File: src/hdl/plc_pkg.sv
// Shared types and constants for the password lock controller.
// Used by plc_pass_buf and password_lock_controller_core; no dependencies.
`timescale 1ns / 1ps

package plc_pkg;

  localparam int unsigned PassLenDefault = 5;

  localparam int unsigned TickW  = 24;
  localparam int unsigned TriesW = 3;
  localparam int unsigned CfgW   = 24;
  localparam int unsigned MotorW = 2;

  localparam logic [TickW-1:0]  ROTATE_RESET = 24'd117187;  // 65535 + 51652
  localparam logic [TickW-1:0]  HOLD_RESET   = 24'd23437;
  localparam logic [TickW-1:0]  ALARM_RESET  = 24'd458745;  // 65535 * 7
  localparam logic [TriesW-1:0] TRIES_RESET  = 3'd3;

  localparam logic [7:0] BYTE_OPEN  = 8'h2B;  // '+'
  localparam logic [7:0] REPLY_NONE = 8'h00;
  localparam logic [7:0] REPLY_OK   = 8'h00;
  localparam logic [7:0] REPLY_BAD  = 8'h01;
  localparam logic [7:0] REPLY_WRONG = 8'h77;  // 'w'
  localparam logic [7:0] REPLY_READY = 8'h72;  // 'r'
  localparam logic [7:0] REPLY_ALARM = 8'h78;  // 'x'

  typedef enum logic [1:0] {
    MOTOR_STOP  = 2'd0,
    MOTOR_OPEN  = 2'd1,
    MOTOR_CLOSE = 2'd2
  } plc_motor_e;

  typedef enum logic {
    ITEM_BYTE = 1'b0,
    ITEM_TICK = 1'b1
  } plc_kind_e;

  typedef enum logic [1:0] {
    CFG_ROTATE = 2'd0,
    CFG_HOLD   = 2'd1,
    CFG_ALARM  = 2'd2,
    CFG_TRIES  = 2'd3
  } plc_cfg_e;

  typedef enum logic [7:0] {
    PH_ENTER   = 8'b0000_0001,
    PH_CONFIRM = 8'b0000_0010,
    PH_MENU    = 8'b0000_0100,
    PH_CHECK   = 8'b0000_1000,
    PH_OPEN    = 8'b0001_0000,
    PH_HOLD    = 8'b0010_0000,
    PH_CLOSE   = 8'b0100_0000,
    PH_ALARM   = 8'b1000_0000
  } plc_phase_e;

  // Control from the sequencer to the password buffers.
  typedef struct packed {
    logic wr_cand;  // write the byte into the candidate at the position
    logic commit;   // copy the candidate into the stored password
  } plc_buf_ctrl_t;

  // Compare results from the password buffers.
  typedef struct packed {
    logic cand_ne;    // candidate entry differs from the byte
    logic stored_ne;  // stored entry differs from the byte
  } plc_cmp_t;

endpackage

File: src/hdl/plc_pass_buf.sv
// Candidate and stored password registers with per-position compare.
// Depends on plc_pkg.
`timescale 1ns / 1ps

module plc_pass_buf import plc_pkg::*; #(
  parameter int unsigned PASS_LEN = PassLenDefault
) (
  input  logic                                          clk_i,
  input  plc_buf_ctrl_t                                 ctrl_i,
  input  logic [((PASS_LEN > 1) ? $clog2(PASS_LEN) : 1)-1:0] pos_i,
  input  logic [7:0]                                    byte_i,
  output plc_cmp_t                                      cmp_o
);

  logic [7:0] cand_q   [PASS_LEN];
  logic [7:0] stored_q [PASS_LEN];

  // Entries hold nothing meaningful until written, so there is no reset.
  always_ff @(posedge clk_i) begin
    if (ctrl_i.wr_cand) begin
      cand_q[pos_i] <= byte_i;
    end
    if (ctrl_i.commit) begin
      stored_q <= cand_q;
    end
  end

  assign cmp_o.cand_ne   = (cand_q[pos_i] != byte_i);
  assign cmp_o.stored_ne = (stored_q[pos_i] != byte_i);

endmodule

File: src/hdl/password_lock_controller_core.sv
// Password lock controller top level: input stage, sequencer and result register.
// Depends on plc_pkg and plc_pass_buf.
`timescale 1ns / 1ps

// Channel   Direction  Handshake                  Words
// in        input      in_valid_i / in_ready_o    item_kind_i, rx_byte_i
// out       output     out_valid_o / out_ready_i  reply_valid_o, reply_byte_o,
//                                                 motor_drive_o, buzzer_drive_o,
//                                                 busy_res_o
// cfg       input      cfg_we_i (no wait)         cfg_idx_i, cfg_data_i
//
// Every input word yields exactly one output word. A word accepted into the
// input stage is processed into the result register as soon as that register
// can take it; with out_ready_i held high a new word is accepted every cycle.
// The input stage drains whenever the result register is empty or its word is
// taken in the same cycle; only a full input stage behind a result that is not
// taken stalls the input, and then in_ready_o drops.
// Reset puts the sequencer in password entry with the timing registers at
// their defaults; the password buffers hold nothing until written.

module password_lock_controller_core import plc_pkg::*; #(
  parameter int unsigned PASS_LEN = PassLenDefault
) (
  input  logic              clk_i,
  input  logic              rst_ni,
  // Input words
  input  logic              in_valid_i,
  output logic              in_ready_o,
  input  logic              item_kind_i,
  input  logic [7:0]        rx_byte_i,
  // Output words
  output logic              out_valid_o,
  input  logic              out_ready_i,
  output logic              reply_valid_o,
  output logic [7:0]        reply_byte_o,
  output logic [MotorW-1:0] motor_drive_o,
  output logic              buzzer_drive_o,
  output logic              busy_res_o,
  // Configuration writes
  input  logic              cfg_we_i,
  input  logic [1:0]        cfg_idx_i,
  input  logic [CfgW-1:0]   cfg_data_i
);

  localparam int unsigned PosW = (PASS_LEN > 1) ? $clog2(PASS_LEN) : 1;
  localparam logic [PosW-1:0] PosLast = PosW'(PASS_LEN - 1);

  // Configuration registers. User writes only while block is idle; unenforced.
  logic [TickW-1:0]  rotate_ticks_q, hold_ticks_q, alarm_ticks_q;
  logic [TriesW-1:0] max_tries_q;

  always_ff @(posedge clk_i or negedge rst_ni) begin
    if (!rst_ni) begin
      rotate_ticks_q <= ROTATE_RESET;
      hold_ticks_q   <= HOLD_RESET;
      alarm_ticks_q  <= ALARM_RESET;
      max_tries_q    <= TRIES_RESET;
    end else if (cfg_we_i) begin
      unique case (plc_cfg_e'(cfg_idx_i))
        CFG_ROTATE: rotate_ticks_q <= cfg_data_i[TickW-1:0];
        CFG_HOLD:   hold_ticks_q   <= cfg_data_i[TickW-1:0];
        CFG_ALARM:  alarm_ticks_q  <= cfg_data_i[TickW-1:0];
        CFG_TRIES:  max_tries_q    <= cfg_data_i[TriesW-1:0];
        default:    max_tries_q    <= max_tries_q;
      endcase
    end
  end

  // Input stage. The sequencer consumes it whenever the result register can
  // take a new word, so in_ready_o is high when the stage is empty or consumed.
  logic       stg_valid_q;
  plc_kind_e  stg_kind_q;
  logic [7:0] stg_byte_q;
  logic       advance;

  assign advance    = stg_valid_q && (!out_valid_o || out_ready_i);
  assign in_ready_o = !stg_valid_q || advance;

  always_ff @(posedge clk_i or negedge rst_ni) begin
    if (!rst_ni) begin
      stg_valid_q <= 1'b0;
    end else if (in_ready_o) begin
      stg_valid_q <= in_valid_i;
    end
  end

  always_ff @(posedge clk_i) begin
    if (in_valid_i && in_ready_o) begin
      stg_kind_q <= plc_kind_e'(item_kind_i);
      stg_byte_q <= rx_byte_i;
    end
  end

  // Sequencer state.
  plc_phase_e        phase_q, phase_d;
  logic [PosW-1:0]   pos_q, pos_d;
  logic              match_q, match_d;
  logic [TriesW-1:0] attempt_q, attempt_d;
  logic [TickW-1:0]  tick_q, tick_d;

  plc_buf_ctrl_t buf_ctrl;
  plc_cmp_t      cmp;

  plc_pass_buf #(
    .PASS_LEN(PASS_LEN)
  ) u_pass_buf (
    .clk_i  (clk_i),
    .ctrl_i (buf_ctrl),
    .pos_i  (pos_q),
    .byte_i (stg_byte_q),
    .cmp_o  (cmp)
  );

  logic             is_last, is_tick;
  logic [TickW-1:0] tick_inc, tick_limit;
  logic             tick_hit;
  logic             rv_d;
  logic [7:0]       rb_d;

  assign is_last  = (pos_q == PosLast);
  assign is_tick  = (stg_kind_q == ITEM_TICK);
  assign tick_inc = tick_q + TickW'(1);

  // The hold phase has its own duration; every other timed phase is either a
  // motor turn or the alarm.
  always_comb begin
    priority if (phase_q == PH_HOLD) begin
      tick_limit = hold_ticks_q;
    end else if (phase_q == PH_ALARM) begin
      tick_limit = alarm_ticks_q;
    end else begin
      tick_limit = rotate_ticks_q;
    end
  end

  assign tick_hit = (tick_inc >= tick_limit);

  always_comb begin
    phase_d   = phase_q;
    pos_d     = pos_q;
    match_d   = match_q;
    attempt_d = attempt_q;
    tick_d    = tick_q;
    rv_d      = 1'b0;
    rb_d      = REPLY_NONE;
    buf_ctrl  = '0;

    if (advance) begin
      unique case (phase_q)
        PH_ENTER: begin
          if (!is_tick) begin
            buf_ctrl.wr_cand = 1'b1;
            if (is_last) begin
              pos_d   = '0;
              match_d = 1'b1;
              phase_d = PH_CONFIRM;
            end else begin
              pos_d = pos_q + PosW'(1);
            end
          end
        end
        PH_CONFIRM: begin
          if (!is_tick) begin
            match_d = match_q && !cmp.cand_ne;
            if (is_last) begin
              pos_d = '0;
              rv_d  = 1'b1;
              if (match_q && !cmp.cand_ne) begin
                rb_d            = REPLY_OK;
                buf_ctrl.commit = 1'b1;
                phase_d         = PH_MENU;
              end else begin
                // Confirmation failed: set-up starts over.
                rb_d      = REPLY_BAD;
                phase_d   = PH_ENTER;
                match_d   = 1'b1;
                attempt_d = '0;
              end
            end else begin
              pos_d = pos_q + PosW'(1);
            end
          end
        end
        PH_MENU: begin
          if (!is_tick) begin
            pos_d   = '0;
            match_d = 1'b1;
            if (stg_byte_q == BYTE_OPEN) begin
              attempt_d = TriesW'(1);
              phase_d   = PH_CHECK;
            end else begin
              attempt_d = '0;
              phase_d   = PH_ENTER;
            end
          end
        end
        PH_CHECK: begin
          if (!is_tick) begin
            match_d = match_q && !cmp.stored_ne;
            if (is_last) begin
              pos_d = '0;
              if (match_q && !cmp.stored_ne) begin
                tick_d  = '0;
                phase_d = PH_OPEN;
              end else if (attempt_q >= max_tries_q) begin
                // A max_tries of zero also lands here on the first attempt.
                rv_d    = 1'b1;
                rb_d    = REPLY_ALARM;
                tick_d  = '0;
                phase_d = PH_ALARM;
              end else begin
                rv_d      = 1'b1;
                rb_d      = REPLY_WRONG;
                attempt_d = attempt_q + TriesW'(1);
                match_d   = 1'b1;
              end
            end else begin
              pos_d = pos_q + PosW'(1);
            end
          end
        end
        PH_OPEN, PH_HOLD, PH_CLOSE, PH_ALARM: begin
          // Bytes are ignored while busy; ticks advance the timer.
          if (is_tick) begin
            tick_d = tick_hit ? '0 : tick_inc;
            if (tick_hit) begin
              unique case (phase_q)
                PH_OPEN:  phase_d = PH_HOLD;
                PH_HOLD:  phase_d = PH_CLOSE;
                PH_CLOSE: begin
                  rv_d    = 1'b1;
                  rb_d    = REPLY_READY;
                  phase_d = PH_MENU;
                end
                default:  phase_d = PH_MENU;
              endcase
            end
          end
        end
        default: phase_d = PH_ENTER;
      endcase
    end
  end

  always_ff @(posedge clk_i or negedge rst_ni) begin
    if (!rst_ni) begin
      phase_q   <= PH_ENTER;
      pos_q     <= '0;
      match_q   <= 1'b1;
      attempt_q <= '0;
      tick_q    <= '0;
    end else begin
      phase_q   <= phase_d;
      pos_q     <= pos_d;
      match_q   <= match_d;
      attempt_q <= attempt_d;
      tick_q    <= tick_d;
    end
  end

  // Result register. The drive outputs reflect the phase after the word.
  logic out_valid_q;

  always_ff @(posedge clk_i or negedge rst_ni) begin
    if (!rst_ni) begin
      out_valid_q <= 1'b0;
    end else if (advance) begin
      out_valid_q <= 1'b1;
    end else if (out_ready_i) begin
      out_valid_q <= 1'b0;
    end
  end

  always_ff @(posedge clk_i) begin
    if (advance) begin
      reply_valid_o  <= rv_d;
      reply_byte_o   <= rb_d;
      motor_drive_o  <= (phase_d == PH_OPEN)  ? MOTOR_OPEN  :
                        (phase_d == PH_CLOSE) ? MOTOR_CLOSE : MOTOR_STOP;
      buzzer_drive_o <= (phase_d == PH_ALARM);
      busy_res_o     <= (phase_d == PH_OPEN) || (phase_d == PH_HOLD) ||
                        (phase_d == PH_CLOSE) || (phase_d == PH_ALARM);
    end
  end

  assign out_valid_o = out_valid_q;

  // Checks on the sequencer and the stage coupling.
  a_phase_onehot: assert property (@(posedge clk_i) disable iff (!rst_ni)
    $onehot(phase_q))
    else $error("sequencer phase is not one-hot");

  a_check_attempt: assert property (@(posedge clk_i) disable iff (!rst_ni)
    (phase_q == PH_CHECK) |-> (attempt_q != '0))
    else $error("password check running with no attempt counted");

  a_drive_busy: assert property (@(posedge clk_i) disable iff (!rst_ni)
    out_valid_o && (motor_drive_o != MOTOR_STOP || buzzer_drive_o) |-> busy_res_o)
    else $error("motor or buzzer driven while not busy");

  a_no_reply_code: assert property (@(posedge clk_i) disable iff (!rst_ni)
    out_valid_o && !reply_valid_o |-> (reply_byte_o == REPLY_NONE))
    else $error("reply code present without a reply");

  a_stall_cause: assert property (@(posedge clk_i) disable iff (!rst_ni)
    !in_ready_o |-> (stg_valid_q && out_valid_o && !out_ready_i))
    else $error("input stalled while the result register can move");

endmodule

File: config.mk
export PLATFORM = sky130hd
export DESIGN_NAME = password_lock_controller_core
export DESIGN_NICKNAME = d
export VERILOG_FILES = /design/src/hdl/plc_pkg.sv /design/src/hdl/plc_pass_buf.sv /design/src/hdl/password_lock_controller_core.sv
export SDC_FILE = /design/constraint.sdc
export NUM_CORES = 1
export LEC_CHECK = 0
export BUFFER_PORTS_ARGS = -buffer_cell sky130_fd_sc_hd__buf_2
export CELL_PAD_IN_SITES_DETAIL_PLACEMENT = 0
export CELL_PAD_IN_SITES_GLOBAL_PLACEMENT = 2
export CORE_MARGIN = 4
export CORE_UTILIZATION = 42
export CTS_CLUSTER_DIAMETER = 200
export CTS_CLUSTER_SIZE = 16
export DETAILED_ROUTE_END_ITERATION = 12
export GPL_ROUTABILITY_DRIVEN = 0
export PLACE_DENSITY_LB_ADDON = 0.1
export SETUP_SLACK_MARGIN = 0.2
export SLEW_MARGIN = 0
export SYNTH_ARGS = -nofsm -noshare
export SYNTH_HDL_FRONTEND = slang
export SYNTH_HIERARCHICAL = 1
export SYNTH_SLANG_ARGS = --single-unit
File: constraint.sdc
create_clock -name clk_i -period 6.95 [get_ports clk_i]
set_clock_uncertainty 0.1 [all_clocks]
set_input_delay 0.695 -clock clk_i [delete_from_list [all_inputs] [get_ports clk_i]]
set_output_delay 0.695 -clock clk_i [all_outputs]
set_load 0.05 [all_outputs]
==> impl_table.tex <==
\begin{tabular}{lr}
\hline
Metric & Value \\
\hline
\multicolumn{2}{l}{\textbf{Pwr}} \\
Fraction of power spent switching nets & 0.312 \\
Sequential share of power & 0.472 \\
LEAKAGE & 0.00478 µW \\
Internal Dissipation & 2300 µW \\
Pwr dens & 275 nW/µm² \\
Clk network pwr share & 0.274 \\
Worst VDD drop & 0.246 mV \\
Switching Power & 1040 µW \\
Fraction of power consumed by combinational cells & 0.254 \\
\multicolumn{2}{l}{\textbf{Synthesis}} \\
Mean post-synth cell area & 11.7 µm² \\
Synth Net Count & 1019 \\
Number of enable flip-flop cells after synthesis & 99 \\
Synth Warn \# & 6 \\
Post-synthesis instance total & 948 \\
Yosys cell types & 83 \\
Synthesized flop and latch total & 215 \\
Async set or reset register ratio after synthesis & 0.540 \\
Portion of the post-synthesis area used by sequential elements & 0.532 \\
Prevailing post-synth register cell & edfxtp\_1 \\
Syn Std Cell Area & 11100 µm² \\
\multicolumn{2}{l}{\textbf{Drt}} \\
Via Count & 7267 \\
Drt pass-1 iters & 6 \\
Ratio of routed vias to standard cells & 5.48 \\
Routed wirelength normalized by instance count & 18.8 µm \\
Post-detailed-route count of antenna-violating nets & 0 \\
Drc violations & 0 \\
Routed wire length & 24.9 mm \\
Violation count after the first detailed-routing iteration & 537 \\
\multicolumn{2}{l}{\textbf{Job}} \\
Number of maximum-capacitance violations & 0 \\
\multicolumn{2}{l}{\textbf{Global routing}} \\
Number of antenna violations at the first check in global routing & 0 \\
Global-route usage over all layers & 0.172 \\
Via count of the first global-routing pass & 7319 \\
First-pass GRT wire length & 40.5 mm \\
Aggregate global routing overflow & 0 \\
Largest net degree at the start of global routing & 66 \\
\multicolumn{2}{l}{\textbf{STA}} \\
Final-report setup violation count & 0 \\
RSZ-0062 raised after global routing & false \\
Rel. slew slack & 0.244 \\
Endpoints failing hold & 0 \\
Setup\_tns & 0 ns \\
Period utilization & 0.765 \\
Tightest Pin Transition & 1.13 ns \\
Clock period minus worst slack & 5.31 ns \\
Max-slew violation count & 0 \\
Highest clock frequency the design can meet & 188 MHz \\
Crit path setup slack, layout & 1.64 ns \\
\multicolumn{2}{l}{\textbf{Layout}} \\
Area delta synth->final & 9.18\% \\
\# diodes & 0 \\
Layout cells sized above 1 & 0.240 \\
Filler Cell Count & 2429 \\
Nets@finish & 1051 \\
\multicolumn{2}{l}{\textbf{Clock tree}} \\
Library cell used as clock root buffer & clkbuf\_16 \\
Clock tree from TritonCTS & yes \\
Clock slew seen by the registers of the worst setup and hold paths & 0.07 ns \\
Clk\_lat worst skew & 0.49 ns \\
Total clock sinks & 215 \\
Number of buffers added for setup after CTS & 0 \\
Clock tree buffer depth & 3 \\
Hold buffer count at cts & 0 \\
Clock H-tree levels & 1 \\
Count of instances resized after the clock tree is built & 0 \\
Number of buffers inserted during clock tree synthesis & 17 \\
\multicolumn{2}{l}{\textbf{Place}} \\
Post-detailed-placement half-perimeter wirelength & 16.6 mm \\
Place WS & 1.63 ns \\
Number of input and output port buffers inserted & 53 \\
\multicolumn{2}{l}{\textbf{Status}} \\
Status & finished clean \\
\multicolumn{2}{l}{\textbf{Floorplanning}} \\
Die Outline Area & 29200 µm² \\
Standard cell core area & 26100 µm² \\
Overall die width & 171 µm \\
Top-level I/O count & 55 \\
Die H & 171 µm \\
Starting Density & 0.427 \\
Standard-cell row count & 59 \\
\multicolumn{2}{l}{\textbf{Critical path}} \\
Type of the worst setup path & flip-flop to flip-flop \\
Critical path capture point type & flip-flop \\
FF-to-FF Start & tick\_q[0]\$\_DFFE\_PN0P\_ \\
WP data arrival & 5.53 ns \\
Data required time at the worst endpoint & 7.16 ns \\
Kind of launch point of the worst setup path & flip-flop \\
Beginning of the critical path & tick\_q[0]\$\_DFFE\_PN0P\_ \\
Worst Path Max Fanout & 6 \\
\multicolumn{2}{l}{\textbf{Worst hold path}} \\
Classification of the worst-slack hold path & input pin to async pin \\
\hline
\end{tabular}
-- kinds of logic (layout without fill, tap and decap cells) --
kind of cell | after synthesis | count (layout) | synth area share
compound gates | 155 | 155 | 0.0919
xor+xnor | 29 | 29 | 0.0228
fa+ha+maj | 31 | 31 | 0.0348
buf+inv | 75 | 117 | 0.0319
flops | 215 | 215 | 0.532
mux | 146 | 146 | 0.143
other cells | 1 | 1 | 0.000337
simple gates | 296 | 296 | 0.144
-- final timing paths --
check                                                         end  slack [ns]  depth (start not counted)
worst max-delay path               motor_drive_o[0]$_SDFFCE_PN1P_        1.64                         17
worst min-delay path                     attempt_q[2]$_DFFE_PN0P_        0.21                          1
max in group asynchronous                   tick_q[7]$_DFFE_PN0P_        5.30                          2
worst min register to register  u_pass_buf/stored_q[35]$_DFFE_PP_        0.34                          0
min in group clk_i                        stg_byte_q[4]$_DFFE_PP_        0.27                          1
worst max register to register     motor_drive_o[0]$_SDFFCE_PN1P_        1.64                         17
-- worst max-delay path: stages (launching register included) --
cell	delay [ns]
dfrtp_1	0.42
and3_1	0.17
nand3_1	0.13
nor3_1	0.47
nand2_1	0.19
or4_1	0.60
xnor2_1	0.16
ha_1	0.33
nand4_2	0.12
nor4_2	0.42
nand2_1	0.11
o21ai_2	0.19
o21ai_2	0.13
a222oi_1	0.38
a211oi_1	0.08
a211o_1	0.31
or4_4	0.56
nor4_2	0.24
-- power by group through the flow --
stage | Combinational, µW | Sequential (µW) | Clock [µW]
after floorplan | 679 | 1570 | 0
after global placement | 855 | 1600 | 0
after detailed placement | 855 | 1610 | 0
after CTS | 858 | 1580 | 966
after global routing | 939 | 1600 | 1010
final | 851 | 1580 | 917
-- Yosys cell counts, drive strengths merged, types with 11 or more instances --
library cell / number / share of area
mux2: 88 / 0.090
nand2: 78 / 0.026
xor2: 11 / 0.0087
inv: 20 / 0.0067
nand4: 17 / 0.011
mux2i: 58 / 0.052
a21oi: 51 / 0.023
ha: 31 / 0.035
o21ai: 36 / 0.017
dfstp: 38 / 0.090
nand2b: 38 / 0.021
dfrtp: 78 / 0.18
nand3: 19 / 0.0085
clkbuf: 25 / 0.0084
nor2: 63 / 0.021
xnor2: 18 / 0.014
buf: 29 / 0.016
edfxtp: 99 / 0.27
nor2b: 11 / 0.0064
nor3: 11 / 0.0054
-- metrics by stage --
stage | util | area, µm² | cells | hold slack (ns) | power, µW
detailed placement | 0.448 | 11700 | 1296 | 0.329 | 2460
finish | 0.466 | 12200 | 1325 | 0.211 | 3350
floorplan | - | 11100 | 948 | 0.299 | 2250
global placement | 0.448 | 11700 | 1296 | 0.323 | 2460
CTS | 0.466 | 12200 | 1325 | 0.239 | 3400
global route | 0.466 | 12200 | 1325 | 0.251 | 3540
-- state kept, by name, summed over array words and instances, names as in the netlist, 2 cells and up --
register	count
reply_byte_o	5
attempt_q	3
alarm_ticks_q	24
stg_byte_q	8
phase_q	8
tick_q	24
u_pass_buf/stored_q	40
motor_drive_o	2
pos_q	3
max_tries_q	3
rotate_ticks_q	24
hold_ticks_q	24
u_pass_buf/cand_q	40
-- placed cells by master, fill, tap and decap left out, drive strengths merged, types with 11 or more instances in the layout --
cell type  synthesis  routed
nor2b             11      11
nor3              11      11
mux2              88      88
nand3             19      19
nand2b            38      38
clkbuf            25      27
edfxtp            99      99
nor2              63      63
xor2              11      11
nand4             17      17
a21oi             51      51
ha                31      31
dfstp             38      38
buf               29      67
xnor2             18      18
o21ai             36      36
mux2i             58      58
inv               20      22
nand2             78      78
dfrtp             78      78
-- metal layers --
metal  GRT usage  wire [µm]
met1       0.246      12000
met2       0.274      11300
met5           0          0
met4      0.0482        622
met3      0.0254        957
-- final cells by class --
type	instances	area [µm²]	area share
clock buffer	27	463	0.0381
clock inverter	2	20.0	0.00165
inverter	21	78.8	0.00648
multi-input combinational	658	4880	0.401
sequential	215	5920	0.487
tap	335	419	0.0345
timing repair buffer	67	373	0.0307
Note: power is estimated with default switching activity, not from simulation.
